===== config.mk =====
export PLATFORM = sky130hd
export DESIGN_NAME = manchester_frame_encoder
export DESIGN_NICKNAME = d
export VERILOG_FILES = /design/src/rtl/fme_pkg.sv /design/src/rtl/fme_front.sv /design/src/rtl/fme_queue.sv /design/src/rtl/fme_back.sv /design/src/rtl/manchester_frame_encoder.sv
export SDC_FILE = /design/constraint.sdc
export NUM_CORES = 1
export LEC_CHECK = 0
export BUFFER_PORTS_ARGS = -buffer_cell sky130_fd_sc_hd__buf_2
export CORE_ASPECT_RATIO = 1.25
export CORE_UTILIZATION = 50
export CTS_CLUSTER_DIAMETER = 200
export DETAILED_ROUTE_END_ITERATION = 6
export GPL_ROUTABILITY_DRIVEN = 0
export PLACE_DENSITY = 0.72
export SYNTH_ARGS = -nofsm -noshare
export SYNTH_HDL_FRONTEND = slang
export SYNTH_SLANG_ARGS = --single-unit
export TNS_END_PERCENT = 1

===== constraint.sdc =====
create_clock -name clk -period 2.5 [get_ports clk]
set_input_delay 0.125 -clock clk [delete_from_list [all_inputs] [get_ports clk]]
set_output_delay 0.125 -clock clk [all_outputs]
set_load 0.02 [all_outputs]

===== src/rtl/fme_pkg.sv =====
// Package for the Manchester frame encoder.
// Holds the byte kind codes, the queue entry and register file types, and the nibble coder.
// No dependencies.
package fme_pkg;

  localparam logic [2:0] KIND_PREAMBLE = 3'd0;
  localparam logic [2:0] KIND_START    = 3'd1;
  localparam logic [2:0] KIND_DATA     = 3'd2;
  localparam logic [2:0] KIND_CHECKSUM = 3'd3;
  localparam logic [2:0] KIND_END      = 3'd4;

  localparam logic [3:0] MaxPreamble = 4'd8;

  localparam logic [7:0] REG_PREAMBLE_COUNT = 8'd0;
  localparam logic [7:0] REG_PREAMBLE_BYTE  = 8'd1;
  localparam logic [7:0] REG_START_BYTE     = 8'd2;
  localparam logic [7:0] REG_END_BYTE       = 8'd3;

  typedef struct packed {
    logic [3:0] preamble_count;
    logic [7:0] preamble_byte;
    logic [7:0] start_byte;
    logic [7:0] end_byte;
  } cfg_t;

  typedef struct packed {
    logic [7:0] hi_code;
    logic [7:0] lo_code;
    logic [7:0] checksum;
    logic       frame_start;
    logic       frame_end;
  } entry_t;

  function automatic logic [7:0] manchester_nibble(input logic [3:0] nib);
    logic [7:0] code;
    code = '0;
    for (int j = 0; j < 4; j++) begin
      code[2*j +: 2] = nib[j] ? 2'b01 : 2'b10;
    end
    return code;
  endfunction

endpackage


===== src/rtl/fme_front.sv =====
// Front end of the Manchester frame encoder.
// Accepts payload bytes, codes both nibbles and keeps the running checksum.
// Depends on fme_pkg.
module fme_front import fme_pkg::*; (
  input  logic       clk,
  input  logic       rst,
  input  logic       s_tvalid,
  output logic       s_tready,
  input  logic [7:0] s_tdata,   // payload_byte
  input  logic [0:0] s_tuser,   // frame_start
  input  logic       s_tlast,   // frame_end
  output logic       push,
  output entry_t     push_entry,
  input  logic       queue_full
);

  logic [7:0] running_sum;
  logic [7:0] sum_base;
  logic [7:0] sum_next;
  logic [7:0] hi_code;
  logic [7:0] lo_code;

  assign s_tready = !queue_full;
  assign push     = s_tvalid && s_tready;

  assign hi_code  = manchester_nibble(s_tdata[7:4]);
  assign lo_code  = manchester_nibble(s_tdata[3:0]);
  assign sum_base = s_tuser[0] ? 8'd0 : running_sum;
  assign sum_next = 8'(sum_base + hi_code + lo_code);

  always_comb begin
    push_entry.hi_code     = hi_code;
    push_entry.lo_code     = lo_code;
    push_entry.checksum    = sum_next;
    push_entry.frame_start = s_tuser[0];
    push_entry.frame_end   = s_tlast;
  end

  always_ff @(posedge clk) begin
    if (rst) begin
      running_sum <= '0;
    end else if (push) begin
      running_sum <= s_tlast ? 8'd0 : sum_next;
    end
  end

endmodule


===== src/rtl/fme_queue.sv =====
// Two-entry queue between the front and back ends of the frame encoder.
// Depends on fme_pkg for the entry type.
module fme_queue import fme_pkg::*; (
  input  logic   clk,
  input  logic   rst,
  input  logic   push,
  input  entry_t push_entry,
  output logic   full,
  input  logic   pop,
  output logic   head_valid,
  output entry_t head_entry
);

  entry_t     entries [2];
  logic       wr_ptr;
  logic       rd_ptr;
  logic [1:0] count;

  assign full       = (count == 2'd2);
  assign head_valid = (count != 2'd0);
  assign head_entry = entries[rd_ptr];

  always_ff @(posedge clk) begin
    if (push) begin
      entries[wr_ptr] <= push_entry;
    end
  end

  always_ff @(posedge clk) begin
    if (rst) begin
      wr_ptr <= 1'b0;
      rd_ptr <= 1'b0;
      count  <= '0;
    end else begin
      if (push) begin
        wr_ptr <= !wr_ptr;
      end
      if (pop) begin
        rd_ptr <= !rd_ptr;
      end
      if (push && !pop) begin
        count <= count + 2'd1;
      end else if (pop && !push) begin
        count <= count - 2'd1;
      end
    end
  end

endmodule


===== src/rtl/fme_back.sv =====
// Back end of the frame encoder: steps through the bytes of one queued entry.
// Emits preamble, start, coded data, checksum and end bytes into an output register.
// Depends on fme_pkg.
module fme_back import fme_pkg::*; (
  input  logic       clk,
  input  logic       rst,
  input  cfg_t       cfg,
  input  logic       head_valid,
  input  entry_t     head_entry,
  output logic       pop,
  output logic       m_tvalid,
  input  logic       m_tready,
  output logic [7:0] m_tdata,   // out_byte
  output logic [2:0] m_tuser,   // byte_kind
  output logic       m_tlast    // run_last
);

  localparam logic [2:0] PH_FIRST = 3'd0;
  localparam logic [2:0] PH_PRE   = 3'd1;
  localparam logic [2:0] PH_START = 3'd2;
  localparam logic [2:0] PH_HI    = 3'd3;
  localparam logic [2:0] PH_LO    = 3'd4;
  localparam logic [2:0] PH_SUM   = 3'd5;
  localparam logic [2:0] PH_END   = 3'd6;

  logic [2:0] phase;
  logic [2:0] phase_next;
  logic [2:0] cur_phase;
  logic [3:0] pre_done;
  logic [3:0] pre_done_next;
  logic [3:0] npre;
  logic       emit;
  logic [7:0] byte_next;
  logic [2:0] kind_next;
  logic       last_next;

  assign npre = (cfg.preamble_count > MaxPreamble) ? MaxPreamble : cfg.preamble_count;
  assign emit = head_valid && (!m_tvalid || m_tready);
  assign pop  = emit && last_next;

  always_comb begin
    if (phase == PH_FIRST) begin
      if (head_entry.frame_start) begin
        cur_phase = (npre != 4'd0) ? PH_PRE : PH_START;
      end else begin
        cur_phase = PH_HI;
      end
    end else begin
      cur_phase = phase;
    end

    byte_next     = head_entry.hi_code;
    kind_next     = KIND_DATA;
    last_next     = 1'b0;
    phase_next    = cur_phase;
    pre_done_next = pre_done;

    case (cur_phase)
      PH_PRE: begin
        byte_next     = cfg.preamble_byte;
        kind_next     = KIND_PREAMBLE;
        pre_done_next = pre_done + 4'd1;
        phase_next    = (pre_done_next >= npre) ? PH_START : PH_PRE;
      end
      PH_START: begin
        byte_next  = cfg.start_byte;
        kind_next  = KIND_START;
        phase_next = PH_HI;
      end
      PH_HI: begin
        byte_next  = head_entry.hi_code;
        kind_next  = KIND_DATA;
        phase_next = PH_LO;
      end
      PH_LO: begin
        byte_next  = head_entry.lo_code;
        kind_next  = KIND_DATA;
        last_next  = !head_entry.frame_end;
        phase_next = head_entry.frame_end ? PH_SUM : PH_FIRST;
      end
      PH_SUM: begin
        byte_next  = head_entry.checksum;
        kind_next  = KIND_CHECKSUM;
        phase_next = PH_END;
      end
      PH_END: begin
        byte_next  = cfg.end_byte;
        kind_next  = KIND_END;
        last_next  = 1'b1;
        phase_next = PH_FIRST;
      end
      default: begin
        phase_next = PH_FIRST;
      end
    endcase
  end

  always_ff @(posedge clk) begin
    if (rst) begin
      phase    <= PH_FIRST;
      pre_done <= '0;
      m_tvalid <= 1'b0;
    end else begin
      if (emit) begin
        m_tvalid <= 1'b1;
        if (last_next) begin
          phase    <= PH_FIRST;
          pre_done <= '0;
        end else begin
          phase    <= phase_next;
          pre_done <= pre_done_next;
        end
      end else if (m_tready) begin
        m_tvalid <= 1'b0;
      end
    end
  end

  always_ff @(posedge clk) begin
    if (emit) begin
      m_tdata <= byte_next;
      m_tuser <= kind_next;
      m_tlast <= last_next;
    end
  end

  assert property (@(posedge clk) disable iff (rst) pop |=> m_tvalid && m_tlast)
    else $error("entry retired without a closing byte");

  assert property (@(posedge clk) disable iff (rst) (phase == PH_PRE) |-> (pre_done < npre))
    else $error("preamble run overran its count");

  assert property (@(posedge clk) disable iff (rst)
      (phase != PH_FIRST) |-> head_valid)
    else $error("sequencer is mid-entry with an empty queue");

  assert property (@(posedge clk) disable iff (rst)
      m_tvalid && (m_tuser == KIND_CHECKSUM) |-> !m_tlast)
    else $error("checksum byte marked as last of its run");

endmodule


===== src/rtl/manchester_frame_encoder.sv =====
// Top level of the Manchester frame encoder: configuration registers, front, queue and back.
// Depends on fme_pkg, fme_front, fme_queue and fme_back.
//
// Each payload byte yields two Manchester coded bytes, plus the configured preamble bytes and
// the start byte when it opens a frame, and the checksum and end byte when it closes one. The
// output sequencer emits one byte per cycle while an entry is queued and the output is ready;
// the back-end sequencer is the limit. A two-entry queue lets the input keep accepting while
// the output stalls, until the queue is full. Configuration writes are always ready and take
// effect at once; they are meant to be done while no frame is in flight.
module manchester_frame_encoder import fme_pkg::*; (
  input  logic       clk,
  input  logic       rst,
  input  logic       s_tvalid,
  output logic       s_tready,
  input  logic [7:0] s_tdata,    // payload_byte
  input  logic [0:0] s_tuser,    // frame_start
  input  logic       s_tlast,    // frame_end
  output logic       m_tvalid,
  input  logic       m_tready,
  output logic [7:0] m_tdata,    // out_byte
  output logic [2:0] m_tuser,    // byte_kind
  output logic       m_tlast,    // run_last
  input  logic       cfg_valid,
  output logic       cfg_ready,
  input  logic [7:0] cfg_index,
  input  logic [7:0] cfg_data
);

  cfg_t   cfg;
  logic   push;
  entry_t push_entry;
  logic   queue_full;
  logic   pop;
  logic   head_valid;
  entry_t head_entry;

  assign cfg_ready = 1'b1;

  always_ff @(posedge clk) begin
    if (rst) begin
      cfg.preamble_count <= 4'd8;
      cfg.preamble_byte  <= 8'h55;
      cfg.start_byte     <= 8'hA4;
      cfg.end_byte       <= 8'hA0;
    end else if (cfg_valid && cfg_ready) begin
      case (cfg_index)
        REG_PREAMBLE_COUNT: cfg.preamble_count <= cfg_data[3:0];
        REG_PREAMBLE_BYTE:  cfg.preamble_byte  <= cfg_data;
        REG_START_BYTE:     cfg.start_byte     <= cfg_data;
        REG_END_BYTE:       cfg.end_byte       <= cfg_data;
        default: ;
      endcase
    end
  end

  fme_front u_front (
    .clk        (clk),
    .rst        (rst),
    .s_tvalid   (s_tvalid),
    .s_tready   (s_tready),
    .s_tdata    (s_tdata),
    .s_tuser    (s_tuser),
    .s_tlast    (s_tlast),
    .push       (push),
    .push_entry (push_entry),
    .queue_full (queue_full)
  );

  fme_queue u_queue (
    .clk        (clk),
    .rst        (rst),
    .push       (push),
    .push_entry (push_entry),
    .full       (queue_full),
    .pop        (pop),
    .head_valid (head_valid),
    .head_entry (head_entry)
  );

  fme_back u_back (
    .clk        (clk),
    .rst        (rst),
    .cfg        (cfg),
    .head_valid (head_valid),
    .head_entry (head_entry),
    .pop        (pop),
    .m_tvalid   (m_tvalid),
    .m_tready   (m_tready),
    .m_tdata    (m_tdata),
    .m_tuser    (m_tuser),
    .m_tlast    (m_tlast)
  );

endmodule


# Word-level counts from Yosys, hierarchy flattened
# Memory sizes are Yosys's and may differ from the RTL's. A register that Yosys moved wholly into a read port is not among the register bits.
# Index checks and enable logic that the tools add are counted.
# totals
regBits,60
ram_bits,52
in_bits,31
memories,1
# mem_list
name,words,word_bits,rd,rd_ports_with_merged_regs,write_ports,line,text
u_queue.entries,2,26,1,1,1,fme_queue.sv:14,entry_t entries [2];
# classes
addsub,5
order_cmp,2
n_eq_ne,10
n_mux,31
n_reduce_logical,25
# ops
operator,n
8-bit one-hot mux with 5 select lines,1
2-bit two-way mux,12
8-bit adder,2
"8-bit by 2-bit equality test with 1-bit output, second input constant",2
8-bit two-way mux,2
3-bit one-hot mux with 5 select lines,1
3-bit two-way mux,4
4-bit two-way mux,3
3-bit one-hot mux with 4 select lines,1
2-bit AND reduction,5
"3-bit equality test, second input constant",3
"8-bit by 1-bit equality test with 1-bit output, second input constant",1
8-bit logical NOT,1
2-bit nonzero test,4
1-bit logical NOT,7
"3-bit by 2-bit equality test with 1-bit output, second input constant",2
1-bit two-way mux,6
1-bit logical AND,5
"4-bit by 1-bit adder with 4-bit output, second input constant",1
4-bit >= comparator,1
"4-bit greater-than comparator, second input constant",1
4-bit nonzero test,1
"3-bit by 1-bit equality test with 1-bit output, second input constant",1
3-bit logical NOT,1
5 further kinds,5

# Longest topological paths before layout
# Gate-level depths: netlist of run 1.
# logic_depth
depth_word,12
ltp_mapped,12
ltp_nobuf,11

# Cells and area by module
# From an unflattened synthesis of run 1, not the netlist that was laid out.
# hier_totals
hier_cells,463
hier_area_um2,5609.1
# by_module_without_submodules
module,n_inst,cells_each,area_per_inst_um2,seq_area_each_um2
fme_queue,1,103,2092.0,1661.6
fme_back,1,148,1447.6,520.5
manchester_frame_encoder,1,114,1189.9,560.5
fme_front,1,98,879.6,160.2

# Least setup slack after synthesis of run 1
# Ideal clock, no wire load.
# synth_path
kind,flip-flop to flip-flop
startpoint,reg u_queue.count[0]
endpoint,"mem u_queue.entries[1][0] (netlist name), enable pin"
setup_ns,0.409
t_arrival_ns,2.207
slack_ns,-0.116
stages_incl_launch_ff,5
n_path_buf,1
period_less_slack_ns,2.616
cell_sequence,dfxtp_1 -> nand2b_1 -> nand2_1 -> clkbuf_1 -> nor2_1
# synth_via
elab_chain_cells,5
# synth_lines
element,line,text
start: declaration,fme_queue.sv:17,logic [1:0] count;
start signal: assignment,fme_queue.sv:42,count <= count + 2'd1;
start signal: assignment,fme_queue.sv:44,count <= count - 2'd1;
2-bit equality test,fme_queue.sv:19,assign full = (count == 2'd2);
1-bit logical NOT,fme_front.sv:23,assign s_tready = !queue_full;
named net s_tready,manchester_frame_encoder.sv:14,"output logic s_tready,"
1-bit logical AND,fme_front.sv:24,assign push = s_tvalid && s_tready;
1-bit two-way mux,fme_queue.sv:24,if (push) begin
1-bit two-way mux (not written as such),fme_queue.sv:25,entries[wr_ptr] <= push_entry;
end: declaration,fme_queue.sv:14,
# The timed path passes the listed nets, and every way through them passes these cells.

# Final worst setup path of run 1
# layout_path
startpoint,"reg, netlist name cfg[27]"
endpoint,"reg u_back.m_tdata[7], data pin"
# layout_via
elab_chain_cells,8
elab_cells_between_ends,12
cone_classes,order compare (1); eq/ne (5); mux (5); reduce/logical (1)
# layout_lines
element,line,text
4-bit greater-than comparator,fme_back.sv:37,assign npre = (cfg.preamble_count > MaxPreamble) ? MaxPreamble : cfg.preamble_count;
4-bit two-way mux *,fme_back.sv:37,
4-bit nonzero test *,fme_back.sv:44,cur_phase = (npre != 4'd0) ? PH_PRE : PH_START;
2-bit two-way mux *,fme_back.sv:44,
3-bit two-way mux *,fme_back.sv:43,if (head_entry.frame_start) begin
3-bit two-way mux *,fme_back.sv:42,if (phase == PH_FIRST) begin
3-bit equality test (tied with other cells),fme_back.sv:58,case (cur_phase)
8-bit one-hot mux with 5 select lines *,fme_back.sv:58,
named net u_back.byte_next[7],fme_back.sv:33,logic [7:0] byte_next;
end signal: assignment,fme_back.sv:121,m_tdata <= byte_next;
end: declaration,fme_back.sv:13,"output logic [7:0] m_tdata,"
# The timed path passes the listed nets; every way through them passes the cells marked *.
# A chain may end at the register's enable or synchronous reset.

==> results.yml, run 1 <==
timing:
  clock_skew_ps: 8.07
  timing.slew.headroom_pct: 50.5
  worstMarginPinSlew_ps: 743
  fmax_mhz: 390
  min_period_over_period_pct: 103
  final.setup.worst_slack_ps: -64.1
  layout_min_cycle_time_ps: 2560
  maxSlewViolCount: 0
  setup_tns_ps: -104
  grt_setup_unrepaired: "true"
  final-setup-viol-count: 3
  hold_viol_final: 0
status:
  run_status: "complete, but fails checks"
  violations: "setup timing"
synth:
  synth.yosys.seq_area_share_pct: 55.5
  synth.area.top_cells: "edfxtp_1 37%, dfxtp_1 19%, mux2i_1 10%"
  synth-main-ff-cell: "edfxtp_1"
  yosys_warnings: 0
  async_reset_ff_share_pct: 0
  synth_edf_count: 64
  yosysTopAreaCellShare_pct: 36.8
  syn_nets: 498
  synth_top_area_cell: "edfxtp_1"
  synth_cells: 443
  ys_seq_elements: 113
  synth_area_per_cell_um2: 11.8
  syn_area_um2: 5230
  synthDistinctLibCells: 48
cts:
  numClockSinks: 113
  clk_latency_ps: 410
  cts_tree: "built"
  cts_htree_levels: 4
  clk_pin_slew_ps: 50
  cts_root_buf: "clkbuf_16"
  numCtsBuffers: 17
  clk_path_buf_depth: 2
floorplan:
  dieArea_um2: 10900
  die_h_um: 116
  fp.coreArea_um2: 10100
  start_util_pct: 51.7
  io_pins: 46
  num_rows: 41
  die_w_um: 93.4
global_route:
  grt_use_total_pct: 23.0
  gr-total-overflow: 0
  grt_pass1_vias: 3665
  grt_max_degree: 39
  antenna_found_initial: 0
  grt_first_pass_wirelength_um: 18100
setup_path:
  worstPathArrival_ps: 2800
  worst_r2r_path_depth: 13
  r2r_slack_ps: -60
  start_kind: "flop"
  cp_common_cell: "buf_4"
  critPathMaxStageDelay_ps: 330
  regToRegEndpoint: "u_back.m_tdata[7]"
  cp-end-kind: "flop"
  cp_max_fo: 9
  cpMaxStageDelayCell: "dfxtp_2"
  r2r_start: "cfg[27]"
  worstPathRequired_ps: 2730
  worst-setup-path-type: "reg -> reg"
  crit_chain: "nor4_2, buf_4, a21oi_2, a21o_1, buf_4, ha_4, buf_12, buf_4, inv_2, o21ai_1, o21ai_2, buf_12, mux2i_1"
detailed_routing:
  wire_per_inst_um: 18.1
  viasPerCell: 5.64
  drtPass1Iterations: 5
  drt_iter0_markers: 155
  routed_wirelength_um: 12300
  remaining_drc_errors: 0
  num_vias: 3852
  ant_nets: 0
final_layout:
  layout_common_cells: "64 x edfxtp_1, 53 x mux2i_1, 50 x nor2_1, 47 x dfxtp_1, 44 x buf_2"
  area_growth_pct: 31.1
  multi_input_area_um2: 2350
  diodes: 0
  final_nets: 596
  register_area_um2: 2910
  n_fill_cell: 748
  utilization_pct: 67.8
  final_common_cell: "edfxtp_1"
  drive_above_1_share_pct: 29.4
min_path:
  hold_depth: 3
  hp-class: "in -> reg"
  holdCritStartpoint: "cfg_data[4]"
  holdPathEnd: "cfg[4]"
power:
  p_leak_nw: 2.80
  ir_drop_v: 0.000669
  power_mw: 6.62
  power_density_nw_per_um2: 967
flow_run:
  cap_violations: 0
place:
  dp_hpwl_um: 8280
  dp_slack_ps: -66.8
  portBuffers: 44
-- repair_timing --
| item | 4_1_cts | 5_1_grt |
|---|---|---|
| setup buffers | 1 | 5 |
| endpoints found under the setup margin | 12 | 26 |
| resized for setup | 13 | 39 |
| hold endpoints to repair | 15 | 0 |
| hold buffers | 8 | 0 |
| pin swaps | 2 | 22 |
-- metal layers --
layer | track usage, % | vias to the layer above | wire (um)
met5 | 0 | - | 0
met4 | 14.7 | 0 | 579
met3 | 6.18 | 42 | 517
met2 | 39.7 | 123 | 6410
met1 | 25.2 | 1887 | 4830
li1 | - | 1800 | -
-- registers in the layout, indices dropped and copies added (netlist names), 2 cells and up, named ones only --
signal               cells
u_front.running_sum      8
u_back.m_tuser           3
u_queue.entries         52
cfg                     28
u_back.pre_done          4
u_back.phase             3
u_queue.count            2
u_back.m_tdata           8
-- Yosys cell counts, types with 2 or more instances --
cell type and count:
edfxtp_1 64, mux2i_1 53, nor2_1 53, dfxtp_1 49, inv_1 28, a21oi_1 20
ha_1 16, nand2_1 12, o21ai_0 11, a22oi_1 10, clkbuf_1 10, a211oi_1 9
nand2b_1 9, a211o_1 8, fa_1 8, o22ai_1 8, xnor2_1 8, nor2b_1 7
nand3_1 6, a21o_1 5, xor2_1 5, buf_2 4, nor3b_1 4, and2_1 3
a32o_1 2, buf_1 2, buf_4 2, nand3b_1 2, nor3_1 2, nor4_1 2
o21a_1 2, o41ai_1 2, or3_1 2
-- how the worst max path moves through the flow --
stage | startpoint | endpoint | cells past startpoint
after floorplan | u_back.phase[2] | u_queue.count[1] | 11
after global routing | cfg[27] | u_back.m_tdata[7] | 13
after detailed placement | flop | u_back.m_tdata[0] | 11
after CTS | flop | u_back.m_tdata[7] | 11
final | cfg[27] | u_back.m_tdata[7] | 13
after global placement | flop | u_back.m_tdata[0] | 11
-- stage by stage --
step / cell area [um2] / hold slack, ps / cells
final: 6850 / 6.42 / 683
after global routing: 6850 / 5.60 / 683
after CTS: 6650 / 0.0720 / 678
after detailed placement: 5860 / 383 / 637
after global placement: 5860 / 378 / 637
after floorplan: 5230 / 224 / 443
-- layout make-up --
cell class,count,area share [%]
well taps,129,2.36
inverters,28,1.53
clock inverters,12,2.74
flip-flops and latches,113,42.4
repair buffers,97,10.0
clock buffers,20,6.67
multi-input cells,284,34.3
-- worst max-delay path, delay by kind of cell, from the launching register on --
kind	cells	cell delay (ps)
flip-flops	1	330
multiplexers	1	250
AO/OA/AOI/OAI	4	520
AND/OR/NAND/NOR	1	270
buffers and inverters	6	820
adder cells (fa/ha/maj)	1	170
-- power by group --
| group | internal, mW | switching [mW] | leakage [nW] | total, mW |
|---|---|---|---|---|
| registers | 2.24 | 0.0870 | 0.999 | 2.33 |
| logic | 0.747 | 0.941 | 1.49 | 1.69 |
| clock network | 1.80 | 0.804 | 0.313 | 2.61 |
| total | 4.79 | 1.83 | 2.80 | 6.62 |
-- kinds of logic (layout without fill, tap and decap cells) --
logic type / Yosys count / in the layout / synth area share, %
AND/OR/NAND/NOR: 107 / 107 / 10.4
adder cells (fa/ha/maj): 24 / 24 / 6.89
other: 1 / 1 / 0.0718
AO/OA/AOI/OAI: 85 / 85 / 11.0
XOR/XNOR: 13 / 13 / 2.18
multiplexers: 54 / 54 / 10.4
buffers and inverters: 46 / 157 / 3.54
flip-flops: 113 / 113 / 55.5
Note: power is estimated with default switching activity, not from simulation.
==> run 2: changes to the inputs <==
PLACE_DENSITY = 0.7   (was 0.72)
clock period = 2.7 ns   (was 2.5 ns; I/O delays follow)
==> run 2 against run 1 <==
Effect of this change:
- the flow now finishes without violations
- non-clock buffer count fell by 28
- via count decreased by 6.1%
- worst setup slack improved by 180 ps
- global-route usage fell by 0.94 points
- cell count shrank 4.1%
- total power down 17%
- critical path type unchanged
- critical endpoint is now u_queue.count[1]
==> results.yml, run 2 (synthesized netlist as in run 1, its figures left out) <==
cts:
  clk_pin_slew_ps: 50
  cts_tree: "built"
  numCtsBuffers: 17
  clk_path_buf_depth: 2
  post_cts_buffers: 0
  cts_root_buf: "clkbuf_16"
  cts_htree_levels: 4
  clk_latency_ps: 410
  numClockSinks: 113
setup_path:
  crit_chain: "mux2_2, a21oi_1, a21o_1, inv_1, ha_1, a21o_1, nand3_1, ha_1, or3_1, a21oi_1"
  cpMaxStageDelayCell: "or3_1"
  regToRegEndpoint: "u_queue.count[1]"
  cp_num_buf_inv: 1
  critPathMaxStageDelay_ps: 370
  start_kind: "flop"
  cp_max_fo: 3
  crit_path_end: "u_queue.count[1]"
  worst-setup-path-type: "reg -> reg"
  path_delay_family: "compound AO/OA/AOI/OAI gates"
  worst_r2r_path_depth: 10
  cp-end-kind: "flop"
  crit_cells: 10
  worstPathArrival_ps: 2920
  worstPathRequired_ps: 3040
  r2r_slack_ps: 120
final_layout:
  drive_above_1_share_pct: 19.6
  utilization_pct: 62.6
  largest_reg_flops: 52
  final_nets: 568
  top_register: "u_queue.entries"
  largest_registers: "u_queue.entries: 52 flops, cfg: 28 flops"
  area_growth_pct: 21.0
  diodes: 0
  layout_common_cells: "64 x edfxtp_1, 53 x mux2i_1, 51 x nor2_1, 49 x dfxtp_1, 44 x buf_2"
  final_common_cell: "edfxtp_1"
power:
  ir_drop_v: 0.000459
  power_mw: 5.49
  swShare_pct: 28.1
  comb_power_share_pct: 23.0
  switchingPower_mw: 1.55
  power_density_nw_per_um2: 868
  seqPwrFrac_pct: 39.2
  p_leak_nw: 2.60
  p_clk_share_pct: 37.8
  intPower_mw: 3.95
status:
  run_status: "finished, final reports clean"
place:
  dp_hpwl_um: 8000
  portBuffers: 44
detailed_routing:
  ant_nets: 0
  num_vias: 3618
  remaining_drc_errors: 0
  drt_iter0_markers: 166
  routed_wirelength_um: 11300
  viasPerCell: 5.52
  drtPass1Iterations: 4
  wire_per_inst_um: 17.2
floorplan:
  die_h_um: 116
  dieArea_um2: 10900
  start_util_pct: 51.7
  fp.coreArea_um2: 10100
  io_pins: 46
  num_rows: 41
  die_w_um: 93.4
timing:
  clock_skew_ps: 8.84
  hold_viol_final: 0
  min_period_over_period_pct: 95.7
  worstMarginPinSlew_ps: 666
  setup_tns_ps: 0
  maxSlewViolCount: 0
  timing.slew.headroom_pct: 55.6
  layout_min_cycle_time_ps: 2580
  fmax_mhz: 387
  final-setup-viol-count: 0
global_route:
  grt_use_total_pct: 22.1
  antenna_found_initial: 0
  grt_max_degree: 35
  grt_pass1_vias: 3527
  grt_first_pass_wirelength_um: 17300
  gr-total-overflow: 0
flow_run:
  cap_violations: 0
min_path:
  hp-class: "in -> reg"
## run 2: through the flow
stage | area (um2) | worst slack, ps | hold slack, ps | cells
2_1_floorplan | 5230 | 84.4 | 234 | 443
3_3_place_gp | 5720 | 106 | 399 | 620
3_5_place_dp | 5720 | 45.2 | 420 | 620
4_1_cts | 6300 | 37.0 | 2.85 | 655
5_1_grt | 6320 | -22.4 | 11.4 | 655
6_report | 6320 | 117 | 1.77 | 655
## run 2: power by group through the flow
stage / Clock [mW] / Sequential [mW] / Combinational, mW
floorplan: 0 / 2.25 / 0.696
global placement: 0 / 2.18 / 1.21
detailed placement: 0 / 2.19 / 1.24
CTS: 2.10 / 2.16 / 1.25
global route: 2.18 / 2.17 / 1.38
finish: 2.07 / 2.15 / 1.26
## run 2: what timing repair did
item                                    CTS  global route
resized for setup                         0             5
endpoints found under the setup margin    0             5
hold buffers                              3             0
endpoints found under the hold margin     3             0
## run 2: final cells by class
class	instances	area (um2)
clock buffer	23	458
clock inverter	9	91.3
fill	823	3780
inverter	28	105
multi-input combinational	284	2170
sequential	113	2900
tap	129	161
timing repair buffer	69	440
## run 2: worst min path at each step
stage / startpoint / end / cells after the start
final: cfg_data[5] / cfg[21] / 3
after global routing: s_tdata[6] / u_queue.entries[0][22] / 1
after CTS: s_tdata[6] / u_queue.entries[0][22] / 1
after detailed placement: cfg_data[7] / cfg[15] / 3
after global placement: cfg_data[5] / cfg[21] / 3
after floorplan: s_tlast / u_queue.entries[0][0] / 0
## run 2: worst reg2reg max path, stage by stage, from the launching register on
cell and delay (ps):
dfxtp_1 330, mux2_2 360, a21oi_1 170, a21o_1 180, inv_1 70, ha_1 240
a21o_1 190, nand3_1 160, ha_1 290, or3_1 370, a21oi_1 140
## run 2: routing by layer
layer | vias to the layer above | GRT usage [%] | share of wire, %
met4 | 0 | 12.5 | 3.8
met5 | - | 0 | 0
li1 | 1746 | - | -
met3 | 29 | 6.12 | 4.5
met2 | 105 | 38.6 | 51
met1 | 1738 | 24.2 | 41
==> run 3: changes to the inputs <==
ABC_AREA = 1   (was unset)
PLACE_DENSITY = 0.69   (was 0.7)
SYNTH_HIERARCHICAL = 1   (was unset)
==> run 3 against run 2 <==
Effect of this change:
- clock-buffer cell count fell by 1
- register-to-register slack improved by 70 ps
- highest routed layer unchanged
- clock skew fell by 1.0 ps
- via count rose by 20%
- utilization fell by 3.0 points
- critical path type is now in -> reg
==> results.yml, run 3 <==
timing:
  worstMarginPinSlew_ps: 653
  hold_slack_ps: 6.27
  setup_tns_ps: 0
  clock_skew_ps: 7.80
  min_period_over_period_pct: 93.6
  maxSlewViolCount: 0
  timing.slew.headroom_pct: 56.4
  final-setup-viol-count: 0
  fmax_mhz: 396
  layout_min_cycle_time_ps: 2530
  hold_viol_final: 0
  final.setup.worst_slack_ps: 173
  grt_setup_unrepaired: "false"
cts:
  ctsHoldBuffers: 8
  clk_path_buf_depth: 2
  cts_tree: "built"
  ctsResizeCount: 0
  cts_htree_levels: 4
  cts_root_buf: "clkbuf_16"
  clk_latency_ps: 400
  numCtsBuffers: 17
  clk_pin_slew_ps: 50
  numClockSinks: 113
  post_cts_buffers: 0
final_layout:
  final_nets: 745
  largest_registers: "u_queue/entries: 52 flops, cfg: 28 flops"
  final_common_cell: "nand2_1"
  n_fill_cell: 988
  design_area_um2: 6920
  layout_common_cells: "168 x nand2_1, 65 x inv_1, 64 x nand3_1, 64 x edfxtp_1, 49 x dfxtp_1"
  area_growth_pct: 16.0
  top_register: "u_queue/entries"
  drive_above_1_share_pct: 21.9
  largest_reg_flops: 52
  diodes: 0
setup_path:
  cpMaxStageDelayCell: "fa_1"
  cp-end-kind: "flop"
  crit_chain: "dlygate4sd3_1, buf_2, fa_1, inv_1, ha_1, fa_1, nand2_1, nand2_1, and2_4, or2_4, and2_4"
  worstPathArrival_ps: 2690
  cp_max_fo: 4
  worstPathRequired_ps: 2860
  critPathMaxStageDelay_ps: 530
  start_kind: "input port"
  worst-setup-path-type: "in -> reg"
floorplan:
  fp.coreArea_um2: 11600
  dieArea_um2: 12400
  num_rows: 44
  die_h_um: 124
  die_w_um: 99.7
  start_util_pct: 51.3
  io_pins: 46
place:
  dp_slack_ps: 177
  portBuffers: 44
  placed_area_um2: 6220
  dp_hpwl_um: 8690
synth:
  synth_edf_count: 64
  synthDistinctLibCells: 43
  yosysTopAreaCellShare_pct: 32.2
  synth.yosys.seq_area_share_pct: 48.7
  yosys_warnings: 6
  yosysMostFrequentCell: "nand2_1"
  ys_seq_elements: 113
  synth-main-ff-cell: "edfxtp_1"
  synth.area.top_cells: "edfxtp_1 32%, dfxtp_1 16%, nand2_1 11%"
  syn_nets: 694
  synth_area_per_cell_um2: 9.35
  syn_area_um2: 5960
  synth_cells: 638
  synthTopCellsByCount: "168 x nand2_1, 65 x inv_1, 64 x edfxtp_1, 64 x nand3_1, 49 x dfxtp_1"
  async_reset_ff_share_pct: 0
  synth_top_area_cell: "edfxtp_1"
detailed_routing:
  wire_per_inst_um: 13.8
  routed_wirelength_um: 11900
  remaining_drc_errors: 0
  wl_met1_um: 5010
  highest_layer: "met4"
  viasPerCell: 5.02
  wl_met2_um: 6220
  drtPass1Iterations: 5
  ant_nets: 0
  num_vias: 4335
  met3_length_um: 460
  drt_iter0_markers: 198
global_route:
  gr-total-overflow: 0
  grt_use_total_pct: 20.8
  grt_pass1_vias: 4269
  antenna_found_initial: 0
  grt_first_pass_wirelength_um: 19700
  grt_max_degree: 29
status:
  run_status: "finished, final reports clean"
flow_run:
  cap_violations: 0
min_path:
  hp-class: "in -> reg"
power:
  ir_drop_v: 0.000546
  power_density_nw_per_um2: 985
  p_leak_nw: 3.09
-- run 3: worst max-delay path, delay by kind of cell --
family                   cells  cell delay, ps
adder cells (fa/ha/maj)      3            1190
AND/OR/NAND/NOR              5             660
buffers and inverters        3             710
-- run 3: path summary, 6_finish.rpt --
| kind | from | end | slack, ps | cells after the start |
|---|---|---|---|---|
| setup / recovery | s_tdata[0] | u_queue/entries[1][7] | 170 | 11 |
| hold / removal | cfg_data[6] | cfg[22] | 6 | 3 |
| setup reg to reg | flop | u_back/m_tdata[0] | 190 | 14 |
| hold reg to reg | cfg[13] | cfg[13] | 460 | 2 |
-- run 3: cell type report --
cell class,count,area [um2],share of cell area (%)
Clock buffer,22,464,6.71
Clock inverter,10,159,2.30
Inverter,77,289,4.18
Multi-Input combinational cell,424,2570,37.2
Sequential cell,113,2900,41.9
Tap cell,161,201,2.91
Timing Repair Buffer,56,330,4.77
-- run 3: logic make-up (layout without fill, tap and decap cells) --
group,after synthesis,after routing,synth area share (%)
buffers and inverters,101,165,8.22
muxes,26,26,6.17
adders and majority gates,25,25,6.25
xor gates and xnor gates,5,5,0.860
DFF,113,113,48.7
and+or+nand+nor,316,316,24.9
other,1,1,0.0629
AOI/OAI and AO/OA,51,51,4.85
-- run 3: metrics by stage --
step | utilization [%] | power, mW | cells
final | 59.6 | 6.82 | 863
after global routing | 59.6 | 7.24 | 863
after CTS | 59.6 | 6.85 | 863
after detailed placement | 53.5 | 4.51 | 823
after global placement | 53.5 | 4.43 | 823
after floorplan | - | 3.91 | 638
-- run 3: metal layers --
metal | up-vias | global-route usage, %
met1 | 2028 | 23.9
met4 | 0 | 9.93
li1 | 2174 | -
met3 | 20 | 3.98
met2 | 113 | 37.4
met5 | - | 0
-- run 3: where the power goes --
part | leakage [nW] | internal (mW) | switching (mW) | total, mW
logic | 1.79 | 0.755 | 1.52 | 2.27
registers | 0.999 | 2.14 | 0.0764 | 2.21
clock network | 0.300 | 1.59 | 0.741 | 2.33
